<file path="src/rtl/core/assert_macros.svh">
// ---------------------------------------------------------------------------
// Assertion macros
// Shared concurrent assertion shorthands, clocked on clk_i, off in reset.
// ---------------------------------------------------------------------------
`ifndef ASSERT_MACROS_SVH
`define ASSERT_MACROS_SVH

// property must hold at every clock edge out of reset
`define ASSERT_PROP(lbl, prop) \
  lbl: assert property (@(posedge clk_i) disable iff (!rst_ni) prop) \
    else $error("assertion failed");

// expression must never be true out of reset
`define ASSERT_NEVER(lbl, expr) \
  `ASSERT_PROP(lbl, !(expr))

`endif

</file>
<file path="src/rtl/core/ppmr_pkg.sv">
// ---------------------------------------------------------------------------
// ppmr_pkg
// Types and constants of the pulse position motor ramp block.
// ---------------------------------------------------------------------------
package ppmr_pkg;

  localparam int unsigned TargetW   = 24;
  localparam int unsigned RampW     = 23;
  localparam int unsigned DutyW     = 8;
  localparam int unsigned FuncW     = 2;
  localparam int unsigned DirW      = 2;
  localparam int unsigned CfgIdxW   = 3;
  localparam int unsigned CfgDataW  = 24;
  localparam int unsigned QuotSteps = 8;
  localparam int unsigned StepCntW  = 3;

  localparam logic [DutyW-1:0] DutyFull = 8'hFF;

  typedef enum logic [FuncW-1:0] {
    FUNC_PULSE = 2'd0,
    FUNC_MOVE  = 2'd1,
    FUNC_STOP  = 2'd2,
    FUNC_MARK  = 2'd3
  } func_e;

  typedef enum logic [DirW-1:0] {
    DIR_NONE = 2'd0,
    DIR_POS  = 2'd1,
    DIR_NEG  = 2'd2
  } dir_e;

  typedef enum logic [CfgIdxW-1:0] {
    CFG_REF_POS  = 3'd0,
    CFG_RAMP     = 3'd1,
    CFG_SMOOTH   = 3'd2,
    CFG_AUTO_REF = 3'd3,
    CFG_MIN_DUTY = 3'd4
  } cfg_idx_e;

  typedef enum logic [4:0] {
    ST_IDLE = 5'b00001,
    ST_EXEC = 5'b00010,
    ST_DIST = 5'b00100,
    ST_DIV  = 5'b01000,
    ST_RESP = 5'b10000
  } state_e;

  typedef struct packed {
    logic             start;
    logic [RampW-1:0] dist_mag;
    logic [RampW-1:0] divisor;
  } div_req_t;

  typedef struct packed {
    logic             done;
    logic [DutyW-1:0] quot;
  } div_rsp_t;

endpackage

</file>
<file path="src/rtl/core/ppmr_if.sv">
// ---------------------------------------------------------------------------
// ppmr interfaces
// Valid/ready channels for configuration, input requests and results.
// ---------------------------------------------------------------------------
interface ppmr_cfg_if import ppmr_pkg::*; ();
  logic                valid;
  logic                ready;
  logic [CfgIdxW-1:0]  index;
  logic [CfgDataW-1:0] data;

  modport source (output valid, index, data, input ready);
  modport sink   (input valid, index, data, output ready);
endinterface

interface ppmr_item_if import ppmr_pkg::*; ();
  logic               valid;
  logic               ready;
  logic [FuncW-1:0]   func;
  logic               ref_level;
  logic [TargetW-1:0] target;

  modport source (output valid, func, ref_level, target, input ready);
  modport sink   (input valid, func, ref_level, target, output ready);
endinterface

interface ppmr_result_if import ppmr_pkg::*; ();
  logic               valid;
  logic               ready;
  logic [DirW-1:0]    direction;
  logic [DutyW-1:0]   duty;
  logic [TargetW-1:0] position;

  modport source (output valid, direction, duty, position, input ready);
  modport sink   (input valid, direction, duty, position, output ready);
endinterface

</file>
<file path="src/rtl/core/ppmr_div.sv">
// ---------------------------------------------------------------------------
// ppmr_div
// Restoring divider, one compare-subtract per cycle: floor(dist*255/divisor)
// for dist <= divisor, eight quotient bits.
// ---------------------------------------------------------------------------
module ppmr_div import ppmr_pkg::*; (
  input  logic     clk_i,
  input  logic     rst_ni,
  input  div_req_t req_i,
  output div_rsp_t rsp_o
);

  logic [RampW-1:0]       rem_q, rem_d;
  logic [RampW-1:0]       dvs_q, dvs_d;
  logic [DutyW-1:0]       qn_q, qn_d;
  logic [StepCntW-1:0]    cnt_q, cnt_d;
  logic                   busy_q, busy_d;
  logic                   done_q, done_d;
  logic [RampW+DutyW-1:0] num;
  logic [RampW:0]         trial;

  always_comb begin
    num    = {req_i.dist_mag, DutyW'(0)} - (RampW + DutyW)'(req_i.dist_mag);
    trial  = {rem_q, qn_q[DutyW-1]};
    rem_d  = rem_q;
    dvs_d  = dvs_q;
    qn_d   = qn_q;
    cnt_d  = cnt_q;
    busy_d = busy_q;
    done_d = 1'b0;
    if (req_i.start) begin
      rem_d  = num[RampW+DutyW-1:DutyW];
      qn_d   = num[DutyW-1:0];
      dvs_d  = req_i.divisor;
      cnt_d  = '0;
      busy_d = 1'b1;
    end else if (busy_q) begin
      if (trial >= {1'b0, dvs_q}) begin
        rem_d = RampW'(trial - {1'b0, dvs_q});
        qn_d  = {qn_q[DutyW-2:0], 1'b1};
      end else begin
        rem_d = trial[RampW-1:0];
        qn_d  = {qn_q[DutyW-2:0], 1'b0};
      end
      cnt_d = cnt_q + 1'b1;
      if (cnt_q == StepCntW'(QuotSteps - 1)) begin
        busy_d = 1'b0;
        done_d = 1'b1;
      end
    end
  end

  always_ff @(posedge clk_i or negedge rst_ni) begin
    if (!rst_ni) begin
      cnt_q  <= '0;
      busy_q <= 1'b0;
      done_q <= 1'b0;
    end else begin
      cnt_q  <= cnt_d;
      busy_q <= busy_d;
      done_q <= done_d;
    end
  end

  always_ff @(posedge clk_i) begin
    rem_q <= rem_d;
    dvs_q <= dvs_d;
    qn_q  <= qn_d;
  end

  assign rsp_o.done = done_q;
  assign rsp_o.quot = qn_q;

endmodule

</file>
<file path="src/rtl/core/pulse_position_motor_ramp.sv">
// ---------------------------------------------------------------------------
// pulse_position_motor_ramp
// Pulse-counted DC motor position drive with duty ramping near start/target.
// ---------------------------------------------------------------------------
// One request at a time: move, stop, mark-referenced and unsmoothed pulse
// requests pass through EXEC and RESP; a pulse with smoothing on also passes
// through DIST and, inside the ramp zone, through DIV, which waits out the
// eight compare-subtract steps of the shared duty divider. The result sits
// in an output register, so a new request is taken while it waits to be read.
// Positions are POSITION_WIDTH-bit two's complement and wrap; the position
// field shows the low 24 bits.
`include "assert_macros.svh"

module pulse_position_motor_ramp import ppmr_pkg::*; #(
  parameter int unsigned POSITION_WIDTH = 24
) (
  input  logic           clk_i,
  input  logic           rst_ni,
  ppmr_cfg_if.sink       cfg_i,
  ppmr_item_if.sink      item_i,
  ppmr_result_if.source  result_o
);

  localparam int unsigned CmpW = (POSITION_WIDTH > RampW) ? POSITION_WIDTH : RampW;

  typedef logic [POSITION_WIDTH-1:0] pos_t;

  function automatic pos_t abs_diff(pos_t a, pos_t b);
    pos_t d;
    d = a - b;
    return d[POSITION_WIDTH-1] ? pos_t'(-d) : d;
  endfunction

  // configuration
  logic [TargetW-1:0] ref_pos_q;
  logic [RampW-1:0]   ramp_q;
  logic               smooth_q;
  logic               auto_en_q;
  logic [DutyW-1:0]   min_duty_q;

  // request
  func_e              func_q;
  logic               lvl_q;
  logic [TargetW-1:0] tgt_in_q;

  // drive state
  state_e           state_q, state_d;
  pos_t             pos_q, pos_d;
  pos_t             tgt_q, tgt_d;
  pos_t             start_q, start_d;
  dir_e             dir_q, dir_d;
  logic             cnt_neg_q, cnt_neg_d;
  logic [DutyW-1:0] duty_q, duty_d;
  logic             slow_armed_q, slow_armed_d;
  logic             auto_armed_q, auto_armed_d;
  logic             last_lvl_q, last_lvl_d;

  // result
  logic               out_valid_q;
  logic [DirW-1:0]    out_dir_q;
  logic [DutyW-1:0]   out_duty_q;
  logic [TargetW-1:0] out_pos_q;
  logic               load_out;

  logic [RampW-1:0] ramp_eff;
  pos_t             ref_p, item_tgt_p, step_pos, tick_pos;
  pos_t             dc_abs, ds_abs;
  logic             dc_near, ds_near, snap, reached;
  dir_e             move_dir;
  logic [DutyW-1:0] ramp_duty;
  div_req_t         div_req;
  div_rsp_t         div_rsp;

  assign cfg_i.ready = 1'b1;

  always_ff @(posedge clk_i or negedge rst_ni) begin
    if (!rst_ni) begin
      ref_pos_q  <= '0;
      ramp_q     <= RampW'(1);
      smooth_q   <= 1'b0;
      auto_en_q  <= 1'b0;
      min_duty_q <= '0;
    end else if (cfg_i.valid) begin
      case (cfg_idx_e'(cfg_i.index))
        CFG_REF_POS:  ref_pos_q  <= cfg_i.data[TargetW-1:0];
        CFG_RAMP:     ramp_q     <= cfg_i.data[RampW-1:0];
        CFG_SMOOTH:   smooth_q   <= cfg_i.data[0];
        CFG_AUTO_REF: auto_en_q  <= cfg_i.data[0];
        CFG_MIN_DUTY: min_duty_q <= cfg_i.data[DutyW-1:0];
        default: ;
      endcase
    end
  end

  assign item_i.ready = (state_q == ST_IDLE);

  always_ff @(posedge clk_i) begin
    if (item_i.valid && item_i.ready) begin
      func_q   <= func_e'(item_i.func);
      lvl_q    <= item_i.ref_level;
      tgt_in_q <= item_i.target;
    end
  end

  assign ramp_eff   = (ramp_q == '0) ? RampW'(1) : ramp_q;
  assign ref_p      = pos_t'($signed(ref_pos_q));
  assign item_tgt_p = pos_t'($signed(tgt_in_q));
  assign step_pos   = cnt_neg_q ? pos_q - 1'b1 : pos_q + 1'b1;
  assign snap       = auto_en_q && auto_armed_q && (last_lvl_q != lvl_q);
  assign tick_pos   = snap ? ref_p : step_pos;
  assign reached    = (dir_q == DIR_NONE)
                   || (dir_q == DIR_POS && $signed(tick_pos) >= $signed(tgt_q))
                   || (dir_q == DIR_NEG && $signed(tick_pos) <= $signed(tgt_q));
  assign move_dir   = ($signed(item_tgt_p) > $signed(pos_q)) ? DIR_POS : DIR_NEG;
  assign dc_abs     = abs_diff(pos_q, tgt_q);
  assign ds_abs     = abs_diff(pos_q, start_q);
  assign dc_near    = CmpW'(dc_abs) <= CmpW'(ramp_eff);
  assign ds_near    = CmpW'(ds_abs) <= CmpW'(ramp_eff);
  assign ramp_duty  = (div_rsp.quot < min_duty_q) ? min_duty_q : div_rsp.quot;

  always_comb begin
    state_d          = state_q;
    pos_d            = pos_q;
    tgt_d            = tgt_q;
    start_d          = start_q;
    dir_d            = dir_q;
    cnt_neg_d        = cnt_neg_q;
    duty_d           = duty_q;
    slow_armed_d     = slow_armed_q;
    auto_armed_d     = auto_armed_q;
    last_lvl_d       = last_lvl_q;
    div_req.start    = 1'b0;
    div_req.dist_mag = RampW'(dc_abs);
    div_req.divisor  = ramp_eff;
    case (state_q)
      ST_IDLE: begin
        if (item_i.valid) state_d = ST_EXEC;
      end
      ST_EXEC: begin
        state_d = ST_RESP;
        case (func_q)
          FUNC_PULSE: begin
            pos_d = tick_pos;
            if (auto_en_q && auto_armed_q) last_lvl_d = lvl_q;
            if (reached) begin
              dir_d  = DIR_NONE;
              duty_d = '0;
            end
            if (smooth_q) state_d = ST_DIST;
          end
          FUNC_MOVE: begin
            tgt_d = item_tgt_p;
            if (item_tgt_p == pos_q) begin
              dir_d  = DIR_NONE;
              duty_d = '0;
            end else begin
              if (dir_q == DIR_NONE) begin
                start_d      = pos_q;
                slow_armed_d = 1'b1;
              end
              if (dir_q != move_dir) begin
                dir_d     = move_dir;
                cnt_neg_d = (move_dir == DIR_NEG);
                duty_d    = DutyFull;
              end
            end
          end
          FUNC_STOP: begin
            tgt_d  = pos_q;
            dir_d  = DIR_NONE;
            duty_d = '0;
          end
          FUNC_MARK: begin
            pos_d        = ref_p;
            last_lvl_d   = lvl_q;
            auto_armed_d = 1'b1;
          end
          default: ;
        endcase
      end
      ST_DIST: begin
        if (dc_near) begin
          div_req.start = 1'b1;
          state_d       = ST_DIV;
        end else if (ds_near && slow_armed_q) begin
          div_req.start    = 1'b1;
          div_req.dist_mag = RampW'(ds_abs);
          state_d          = ST_DIV;
        end else begin
          slow_armed_d = 1'b0;
          state_d      = ST_RESP;
        end
      end
      ST_DIV: begin
        if (div_rsp.done) begin
          if (dir_q != DIR_NONE) duty_d = ramp_duty;
          state_d = ST_RESP;
        end
      end
      ST_RESP: begin
        if (!out_valid_q || result_o.ready) state_d = ST_IDLE;
      end
      default: state_d = ST_IDLE;
    endcase
  end

  always_ff @(posedge clk_i or negedge rst_ni) begin
    if (!rst_ni) begin
      state_q      <= ST_IDLE;
      pos_q        <= '0;
      tgt_q        <= '0;
      start_q      <= '0;
      dir_q        <= DIR_NONE;
      cnt_neg_q    <= 1'b0;
      duty_q       <= '0;
      slow_armed_q <= 1'b0;
      auto_armed_q <= 1'b0;
      last_lvl_q   <= 1'b0;
    end else begin
      state_q      <= state_d;
      pos_q        <= pos_d;
      tgt_q        <= tgt_d;
      start_q      <= start_d;
      dir_q        <= dir_d;
      cnt_neg_q    <= cnt_neg_d;
      duty_q       <= duty_d;
      slow_armed_q <= slow_armed_d;
      auto_armed_q <= auto_armed_d;
      last_lvl_q   <= last_lvl_d;
    end
  end

  ppmr_div u_div (
    .clk_i  (clk_i),
    .rst_ni (rst_ni),
    .req_i  (div_req),
    .rsp_o  (div_rsp)
  );

  assign load_out = (state_q == ST_RESP) && (!out_valid_q || result_o.ready);

  always_ff @(posedge clk_i or negedge rst_ni) begin
    if (!rst_ni) begin
      out_valid_q <= 1'b0;
    end else if (load_out) begin
      out_valid_q <= 1'b1;
    end else if (result_o.ready) begin
      out_valid_q <= 1'b0;
    end
  end

  always_ff @(posedge clk_i) begin
    if (load_out) begin
      out_dir_q  <= dir_q;
      out_duty_q <= (dir_q == DIR_NONE) ? '0 : duty_q;
      out_pos_q  <= TargetW'(pos_q);
    end
  end

  assign result_o.valid     = out_valid_q;
  assign result_o.direction = out_dir_q;
  assign result_o.duty      = out_duty_q;
  assign result_o.position  = out_pos_q;

  `ASSERT_PROP(a_accept_exec, item_i.valid && item_i.ready |=> state_q == ST_EXEC)
  `ASSERT_PROP(a_done_in_div, div_rsp.done |-> state_q == ST_DIV)
  `ASSERT_PROP(a_none_no_duty, out_valid_q && out_dir_q == DIR_NONE |-> out_duty_q == '0)
  `ASSERT_NEVER(a_ready_div_busy, item_i.ready && div_rsp.done)

endmodule
</file>
<file path="src/flat_wrapper.sv">
// flat-port wrapper written by rule: the top's interface ports become plain ports
module pulse_position_motor_ramp_flat import ppmr_pkg::*;
#(
  parameter int unsigned POSITION_WIDTH = 24
)
  (clk_i, rst_ni, cfg_i_valid, cfg_i_index, cfg_i_data, cfg_i_ready, item_i_valid, item_i_func, item_i_ref_level, item_i_target, item_i_ready, result_o_valid, result_o_direction, result_o_duty, result_o_position, result_o_ready);
  ppmr_cfg_if cfg_i_i ();
  ppmr_item_if item_i_i ();
  ppmr_result_if result_o_i ();
  input  logic clk_i;
  input  logic rst_ni;
  input wire logic [$bits(cfg_i_i.valid)-1:0] cfg_i_valid;
  input wire logic [$bits(cfg_i_i.index)-1:0] cfg_i_index;
  input wire logic [$bits(cfg_i_i.data)-1:0] cfg_i_data;
  output wire logic [$bits(cfg_i_i.ready)-1:0] cfg_i_ready;
  input wire logic [$bits(item_i_i.valid)-1:0] item_i_valid;
  input wire logic [$bits(item_i_i.func)-1:0] item_i_func;
  input wire logic [$bits(item_i_i.ref_level)-1:0] item_i_ref_level;
  input wire logic [$bits(item_i_i.target)-1:0] item_i_target;
  output wire logic [$bits(item_i_i.ready)-1:0] item_i_ready;
  output wire logic [$bits(result_o_i.valid)-1:0] result_o_valid;
  output wire logic [$bits(result_o_i.direction)-1:0] result_o_direction;
  output wire logic [$bits(result_o_i.duty)-1:0] result_o_duty;
  output wire logic [$bits(result_o_i.position)-1:0] result_o_position;
  input wire logic [$bits(result_o_i.ready)-1:0] result_o_ready;
  assign cfg_i_i.valid = cfg_i_valid;
  assign cfg_i_i.index = cfg_i_index;
  assign cfg_i_i.data = cfg_i_data;
  assign cfg_i_ready = cfg_i_i.ready;
  assign item_i_i.valid = item_i_valid;
  assign item_i_i.func = item_i_func;
  assign item_i_i.ref_level = item_i_ref_level;
  assign item_i_i.target = item_i_target;
  assign item_i_ready = item_i_i.ready;
  assign result_o_valid = result_o_i.valid;
  assign result_o_direction = result_o_i.direction;
  assign result_o_duty = result_o_i.duty;
  assign result_o_position = result_o_i.position;
  assign result_o_i.ready = result_o_ready;
  pulse_position_motor_ramp #(.POSITION_WIDTH(POSITION_WIDTH)) u_core (.clk_i(clk_i), .rst_ni(rst_ni), .cfg_i(cfg_i_i), .item_i(item_i_i), .result_o(result_o_i));
endmodule
</file>
<file path="config.mk">
export PLATFORM = sky130hd
export DESIGN_NAME = pulse_position_motor_ramp_flat
export DESIGN_NICKNAME = d
export VERILOG_FILES = /design/src/rtl/core/ppmr_pkg.sv /design/src/rtl/core/ppmr_if.sv /design/src/rtl/core/ppmr_div.sv /design/src/rtl/core/pulse_position_motor_ramp.sv /design/src/flat_wrapper.sv
export VERILOG_INCLUDE_DIRS = /design/src /design/src/rtl/core
export SDC_FILE = /design/constraint.sdc
export NUM_CORES = 1
export LEC_CHECK = 0
export BUFFER_PORTS_ARGS = -buffer_cell sky130_fd_sc_hd__buf_4
export CORE_MARGIN = 2
export CORE_UTILIZATION = 25
export CTS_CLUSTER_SIZE = 30
export DETAILED_ROUTE_END_ITERATION = 12
export GPL_TIMING_DRIVEN = 0
export PLACE_DENSITY_LB_ADDON = 0.08
export SLEW_MARGIN = 40
export SYNTH_ARGS = -nofsm -noshare
export SYNTH_HDL_FRONTEND = slang
export SYNTH_SLANG_ARGS = --single-unit
</file>
<file path="constraint.sdc">
create_clock -name clk_i -period 14.8 [get_ports clk_i]
set_input_delay 0.74 -clock clk_i [delete_from_list [all_inputs] [get_ports clk_i]]
set_output_delay 0.74 -clock clk_i [all_outputs]
set_load 0.01 [all_outputs]
</file>
==> impl_metrics.json, run 1 <==
{
  "slew_headroom_pct": 41.9,
  "fp-row-count": 107,
  "die_h_um": 298,
  "crit_path_top_delay_cell": "dfrtp_1",
  "grt_pass1_vias": 18300,
  "totalWireLength_um": 83200,
  "clock_path_buffers": 3,
  "grt_use_met2_pct": 31.3,
  "synth_area_mm2": 0.0216,
  "fin_crit_sh_pct": 73.4,
  "multiInputGateArea_mm2": 0.0132,
  "synthSimpleGateAreaFrac_pct": 16.1,
  "drv_slew": 0,
  "postCtsSetupBuffers": 0,
  "max_freq_mhz": 92.0,
  "min_period_ps": 10870,
  "synth-edff-count": 115,
  "path_common_cell": "o21ai_0",
  "ff_latch_area_mm2": 0.00731,
  "cts_resized": 0,
  "syn_to_final_growth_pct": 16.7,
  "holdBufCountCts": 0,
  "cts_sinks": 269,
  "dieWidth_um": 298,
  "die-area_mm2": 0.0888,
  "skew_ps": 32.1,
  "synth_cells": 2395,
  "dpl.hpwl_um": 68000,
  "grt_overflow_total": 0,
  "syn_avg_cell_area_um2": 9.03,
  "antenna_found_initial": 3,
  "fillers": 9182,
  "grt_first_pass_wirelength_um": 122000,
  "grt_max_degree": 56,
  "synthesis.nets": 2674,
  "ioPinCount": 96,
  "place_area_mm2": 0.0239,
  "status": "finished, final reports clean",
  "wl_per_cell_um": 22.4,
  "worstSetupStartpointType": "register",
  "route.detailed.drc": 0,
  "reg2reg_slack_ps": 3930,
  "worst_ep_arrival_time_ps": 11140,
  "vias_per_cell": 4.96,
  "clk_pin_slew_ps": 60,
  "ys_seq_area_share_pct": 33.8,
  "globalplace.congestion": 0.886,
  "first_iter_violations": 1206,
  "nets": 2816,
  "clock_latency_ps": 590,
  "drive_gt1_share_pct": 11.9,
  "synthMuxAreaShare_pct": 6.75,
  "final.setup.worst_slack_ps": 3930,
  "dp_slack_ps": 4110,
  "synth-adder-area-share_pct": 12.9,
  "drtAntennaViolNets": 0,
  "whs_ps": 89.8,
  "cts_buffers": 39,
  "cts_tree": "built",
  "rsz0062_at_grt": "false",
  "synth_xor_area_share_pct": 4.98,
  "synth_compound_area_share_pct": 20.3,
  "maxCapViolations": 0,
  "finalInstanceArea_mm2": 0.0252,
  "max_stage_delay_ps": 630,
  "via_count": 18400,
  "clock-root-buffer": "clkbuf_16",
  "tightest_slew_ps": 860,
  "ys_types": 101,
  "ys.flop_type": "dfrtp_1",
  "synth_top_family_by_area": "compound AO/OA/AOI/OAI gates",
  "worstSetupPathType": "reg -> reg",
  "port_buffers": 94,
  "hold_viol": 0,
  "setup-tns-final_ps": 0,
  "grtUsageMet3_pct": 2.36,
  "htreeDepth": 2,
  "track_usage_pct": 18.4,
  "synth.ff_latch_count": 269,
  "yosysWarnings": 0,
  "coreArea_mm2": 0.0854,
  "min_path_type": "in -> async",
  "busiest_layer": "met2",
  "use_met1_pct": 24.7,
  "crit_required_ps": 15070,
  "ys_async_sr_fraction_pct": 57.2,
  "crit_path_end_kind": "register",
  "setup-violations-final": 0,
  "cp_max_fo": 10,
  "start_util_pct": 25.3,
  "drt_pass1_iterations": 5
}
sequential cells by signal (all words and copies together), names as in the netlist, 5 cells and up:
name,cells
u_core.item_tgt_p,24
u_core.ref_p,24
u_core.u_div.qn_q,8
u_core.result_o.duty,8
u_core.duty_q,8
u_core.u_div.dvs_q,23
u_core.min_duty_q,8
u_core.ramp_q,23
u_core.pos_q,24
u_core.result_o.position,24
u_core.u_div.rem_q,23
u_core.start_q,24
u_core.tgt_q,24
u_core.state_q,5
cells in the final DEF (no fill, tap or decap), types with 17 or more instances in the layout:
master / count
dfrtp_1: 151
nand2b_1: 42
nor2b_1: 41
nand2_1: 209
and3_1: 22
inv_1: 190
mux2i_1: 67
o21ai_0: 206
mux2_2: 66
buf_4: 95
o211ai_1: 24
xor2_1: 54
or3_1: 23
edfxtp_1: 115
nor2_1: 120
and2_1: 17
o21a_1: 31
xnor2_1: 67
clkbuf_16: 39
a21oi_1: 141
nand4_1: 35
nand3_1: 40
clkbuf_1: 89
a211oi_1: 25
ha_1: 216
a21o_1: 77
nor3_1: 52
per-layer routing:
metal	wire length (µm)	share of wire (%)
met3	3130	3.8
met5	0	0
met4	1580	1.9
met1	38500	46
met2	39900	48
synth_stat cells, drive strengths merged (68+ instances only):
library cell	count	area (µm²)
a21o	77	578
a21oi	145	733
clkbuf	81	304
dfrtp	152	3800
edfxtp	115	3450
ha	216	2700
inv	190	713
mux2i	69	716
nand2	210	788
nor2	121	454
o21ai	216	1090
xnor2	68	603
layout make-up:
cell class / count / area share, %
antenna: 1 / 0.00992
buffer: 98 / 1.61
clock buffer: 56 / 4.44
clock inverter: 16 / 0.605
inverter: 190 / 2.83
multi-input combinational: 1838 / 52.5
sequential: 269 / 29.0
tap: 1144 / 5.67
timing repair buffer: 101 / 3.36
stage by stage:
stage	cells	util [%]
3_3_place_gp	3633	27.8
4_1_cts	3711	29.5
3_5_place_dp	3639	28.0
6_report	3713	29.5
2_1_floorplan	2395	-
5_1_grt	3712	29.5
critical path: cells and delay by family (launching register included):
kind                       cells  cell delay (ps)
adders and majority gates      3             1040
DFF                            1              630
and+or+nand+nor                7             1510
AOI/OAI and AO/OA             19             4250
muxes                          1              480
buffers and inverters          9             2640
final timing paths:
check,from,endpoint,cells past startpoint
max,u_core.pos_q[12]$_DFFE_PN0P_,u_core.u_div.rem_q[20]$_DFFE_PP_,39
min,rst_ni,u_core.start_q[11]$_DFFE_PN0P_,1
max reg2reg,u_core.pos_q[12]$_DFFE_PN0P_,u_core.u_div.rem_q[20]$_DFFE_PP_,39
min reg2reg,u_core.dir_q[1]$_DFFE_PN0P_,u_core.result_o.direction[1]$_DFFE_PP_,0
max in group asynchronous,rst_ni,u_core.ramp_q[0]$_DFFE_PN1P_,3
min in group clk_i,item_i_ref_level,u_core.lvl_q$_DFFE_PP_,1
logic make-up (layout without fill, tap and decap cells):
logic type | after synthesis | after routing
compound gates | 677 | 677
xor+xnor | 122 | 122
fa+ha+maj | 220 | 220
buf+inv | 288 | 461
flops | 269 | 269
mux | 135 | 135
other cells | 1 | 2
simple gates | 683 | 683
Power of run 1 is not shown: default switching activity piles up to over one toggle a cycle in this logic, so the estimate is an artifact.
==> run 2, diff against run 1 <==
- ABC_AREA: not set -> 1
- clock period: 14.8 -> 10.9 ns (I/O delays scaled with it)
==> impl_metrics.json, run 2 <==
{
  "status": "finished, final reports clean",
  "multiInputGateArea_mm2": 0.0126,
  "clock-root-buffer": "clkbuf_16",
  "coreArea_mm2": 0.0882,
  "nets": 3594,
  "whs_ps": 141,
  "min_path_type": "in -> reg",
  "drt_pass1_iterations": 5,
  "fillers": 9810,
  "ys_top_cells_by_count": "nand2_1, inv_1, o21ai_0",
  "crit_family": "simple AND/OR/NAND/NOR gates",
  "port_buffers": 94,
  "rr_worst_depth": 45,
  "cts_sinks": 269,
  "fin_crit_sh_pct": 79.6,
  "totalWireLength_um": 86600,
  "rsz0062_at_grt": "false",
  "ff_latch_area_mm2": 0.00731,
  "grt_pass1_vias": 20500,
  "synth_top_cell_by_area": "dfrtp_1",
  "ys.flop_type": "dfrtp_1",
  "final.setup.worst_slack_ps": 2220,
  "vias_per_cell": 4.57,
  "wl_per_cell_um": 19.2,
  "worstSetupPathType": "reg -> reg",
  "grt_overflow_total": 0,
  "syn_to_final_growth_pct": 16.1,
  "path_buf_inv": 7,
  "max_freq_mhz": 115,
  "min_path_cells": 1,
  "drv_slew": 0,
  "antenna_found_initial": 0,
  "fp-row-count": 109,
  "worstSetupStartpointType": "register",
  "clk_pin_slew_ps": 60,
  "synth_area_mm2": 0.0222,
  "dp_slack_ps": 2250,
  "ioPinCount": 96,
  "crit_path_end_kind": "register",
  "worst_ep_arrival_time_ps": 9010,
  "synth-edff-count": 115,
  "drive_gt1_share_pct": 7.72,
  "globalplace.congestion": 0.859,
  "first_iter_violations": 1313,
  "drtAntennaViolNets": 0,
  "htreeDepth": 2,
  "syn_avg_cell_area_um2": 7.00,
  "yosysWarnings": 0,
  "skew_ps": 37.9,
  "dpl.hpwl_um": 73100,
  "ys_types": 62,
  "setup-tns-final_ps": 0,
  "die-area_mm2": 0.0913,
  "path_common_cell": "nand2_1",
  "synth_top_area_share_pct": 17.1,
  "ys_seq_area_share_pct": 32.9,
  "die_h_um": 302,
  "tightest_slew_ps": 827,
  "ys_async_sr_fraction_pct": 57.2,
  "dieWidth_um": 302,
  "route.detailed.drc": 0,
  "cp_num_cells": 45,
  "cts_tree": "built",
  "max_stage_delay_ps": 510,
  "min_period_ps": 8680,
  "hold_viol": 0,
  "grt_max_degree": 64,
  "synth.ff_latch_count": 269,
  "start_util_pct": 25.2,
  "final_common_cell": "nand2_1",
  "cp_max_fo": 10,
  "grt_first_pass_wirelength_um": 130000,
  "clock_latency_ps": 580,
  "crit_required_ps": 11230,
  "track_usage_pct": 19.1,
  "maxCapViolations": 0,
  "via_count": 20600,
  "final_cell_mix": "nand2_1, inv_1, o21ai_0",
  "crit_path_top_delay_cell": "dfrtp_1",
  "yosysMostFrequentCell": "nand2_1",
  "synth_cells": 3176,
  "clock_path_buffers": 3,
  "cts_buffers": 37,
  "slew_headroom_pct": 44.9,
  "synthesis.nets": 3455,
  "synth_top_cells_by_area": "dfrtp_1, edfxtp_1, nand2_1, ha_1, inv_1",
  "setup-violations-final": 0
}
run 2: per-layer routing:
| metal | global-route usage, % | share of wire, % |
|---|---|---|
| met4 | 4.11 | 2.1 |
| met2 | 31.0 | 45 |
| met1 | 27.3 | 50 |
| met5 | 0 | 0 |
| met3 | 1.87 | 3.2 |
run 2: cell type report:
type                            count  share of cell area, %
Antenna cell                        2                 0.0194
Buffer                             82                   1.34
Clock buffer                       49                   3.88
Clock inverter                     19                  0.849
Inverter                          530                   7.71
Multi-Input combinational cell   2295                   48.9
Sequential cell                   269                   28.3
Tap cell                         1165                   5.65
Timing Repair Buffer              100                   3.29
run 2: worst paths after layout:
kind	start	end	slack [ps]
max	u_core.pos_q[10]$_DFFE_PN0P_	u_core.u_div.rem_q[15]$_DFFE_PP_	2220
min	item_i_target[0]	u_core.item_tgt_p[0]$_DFFE_PP_	140
max reg2reg	u_core.pos_q[10]$_DFFE_PN0P_	u_core.u_div.rem_q[15]$_DFFE_PP_	2220
min reg2reg	u_core.start_q[22]$_DFFE_PN0P_	u_core.start_q[22]$_DFFE_PN0P_	480
max in group asynchronous	rst_ni	u_core.u_div.cnt_q[1]$_DFFE_PN0P_	9710
min in group asynchronous	rst_ni	u_core.tgt_q[19]$_DFFE_PN0P_	490
run 2: repair_timing:
item | CTS | global route
hold buffers | 1 | 0
buffers inserted | 0 | 0
gates resized for setup | 0 | 0
hold endpoints to repair | 49 | 0
run 2: worst register-to-register path: cells and delay by family, from the launching register on:
kind / cells / cell delay [ps]
compound gates: 7 / 1930
xor+xnor: 1 / 430
fa+ha+maj: 3 / 1190
buf+inv: 7 / 1410
flops: 1 / 510
simple gates: 27 / 2980
run 2: metrics by stage:
step / std cells / utilization (%) / instance area, µm²
finish: 4511 / 29.2 / 25800
global route: 4509 / 29.2 / 25800
CTS: 4509 / 29.2 / 25800
detailed placement: 4440 / 27.8 / 24600
global placement: 4435 / 27.6 / 24400
floorplan: 3176 / - / 22200
run 2: cell families after synthesis:
logic type               synth area share, %
buffers and inverters                   10.5
XOR/XNOR                                2.64
adder cells (fa/ha/maj)                 12.5
AND/OR/NAND/NOR                         27.1
multiplexers                           0.293
flip-flops                              32.9
AO/OA/AOI/OAI                           14.0
other                                 0.0169
Power of run 2 is left out for the same reason.
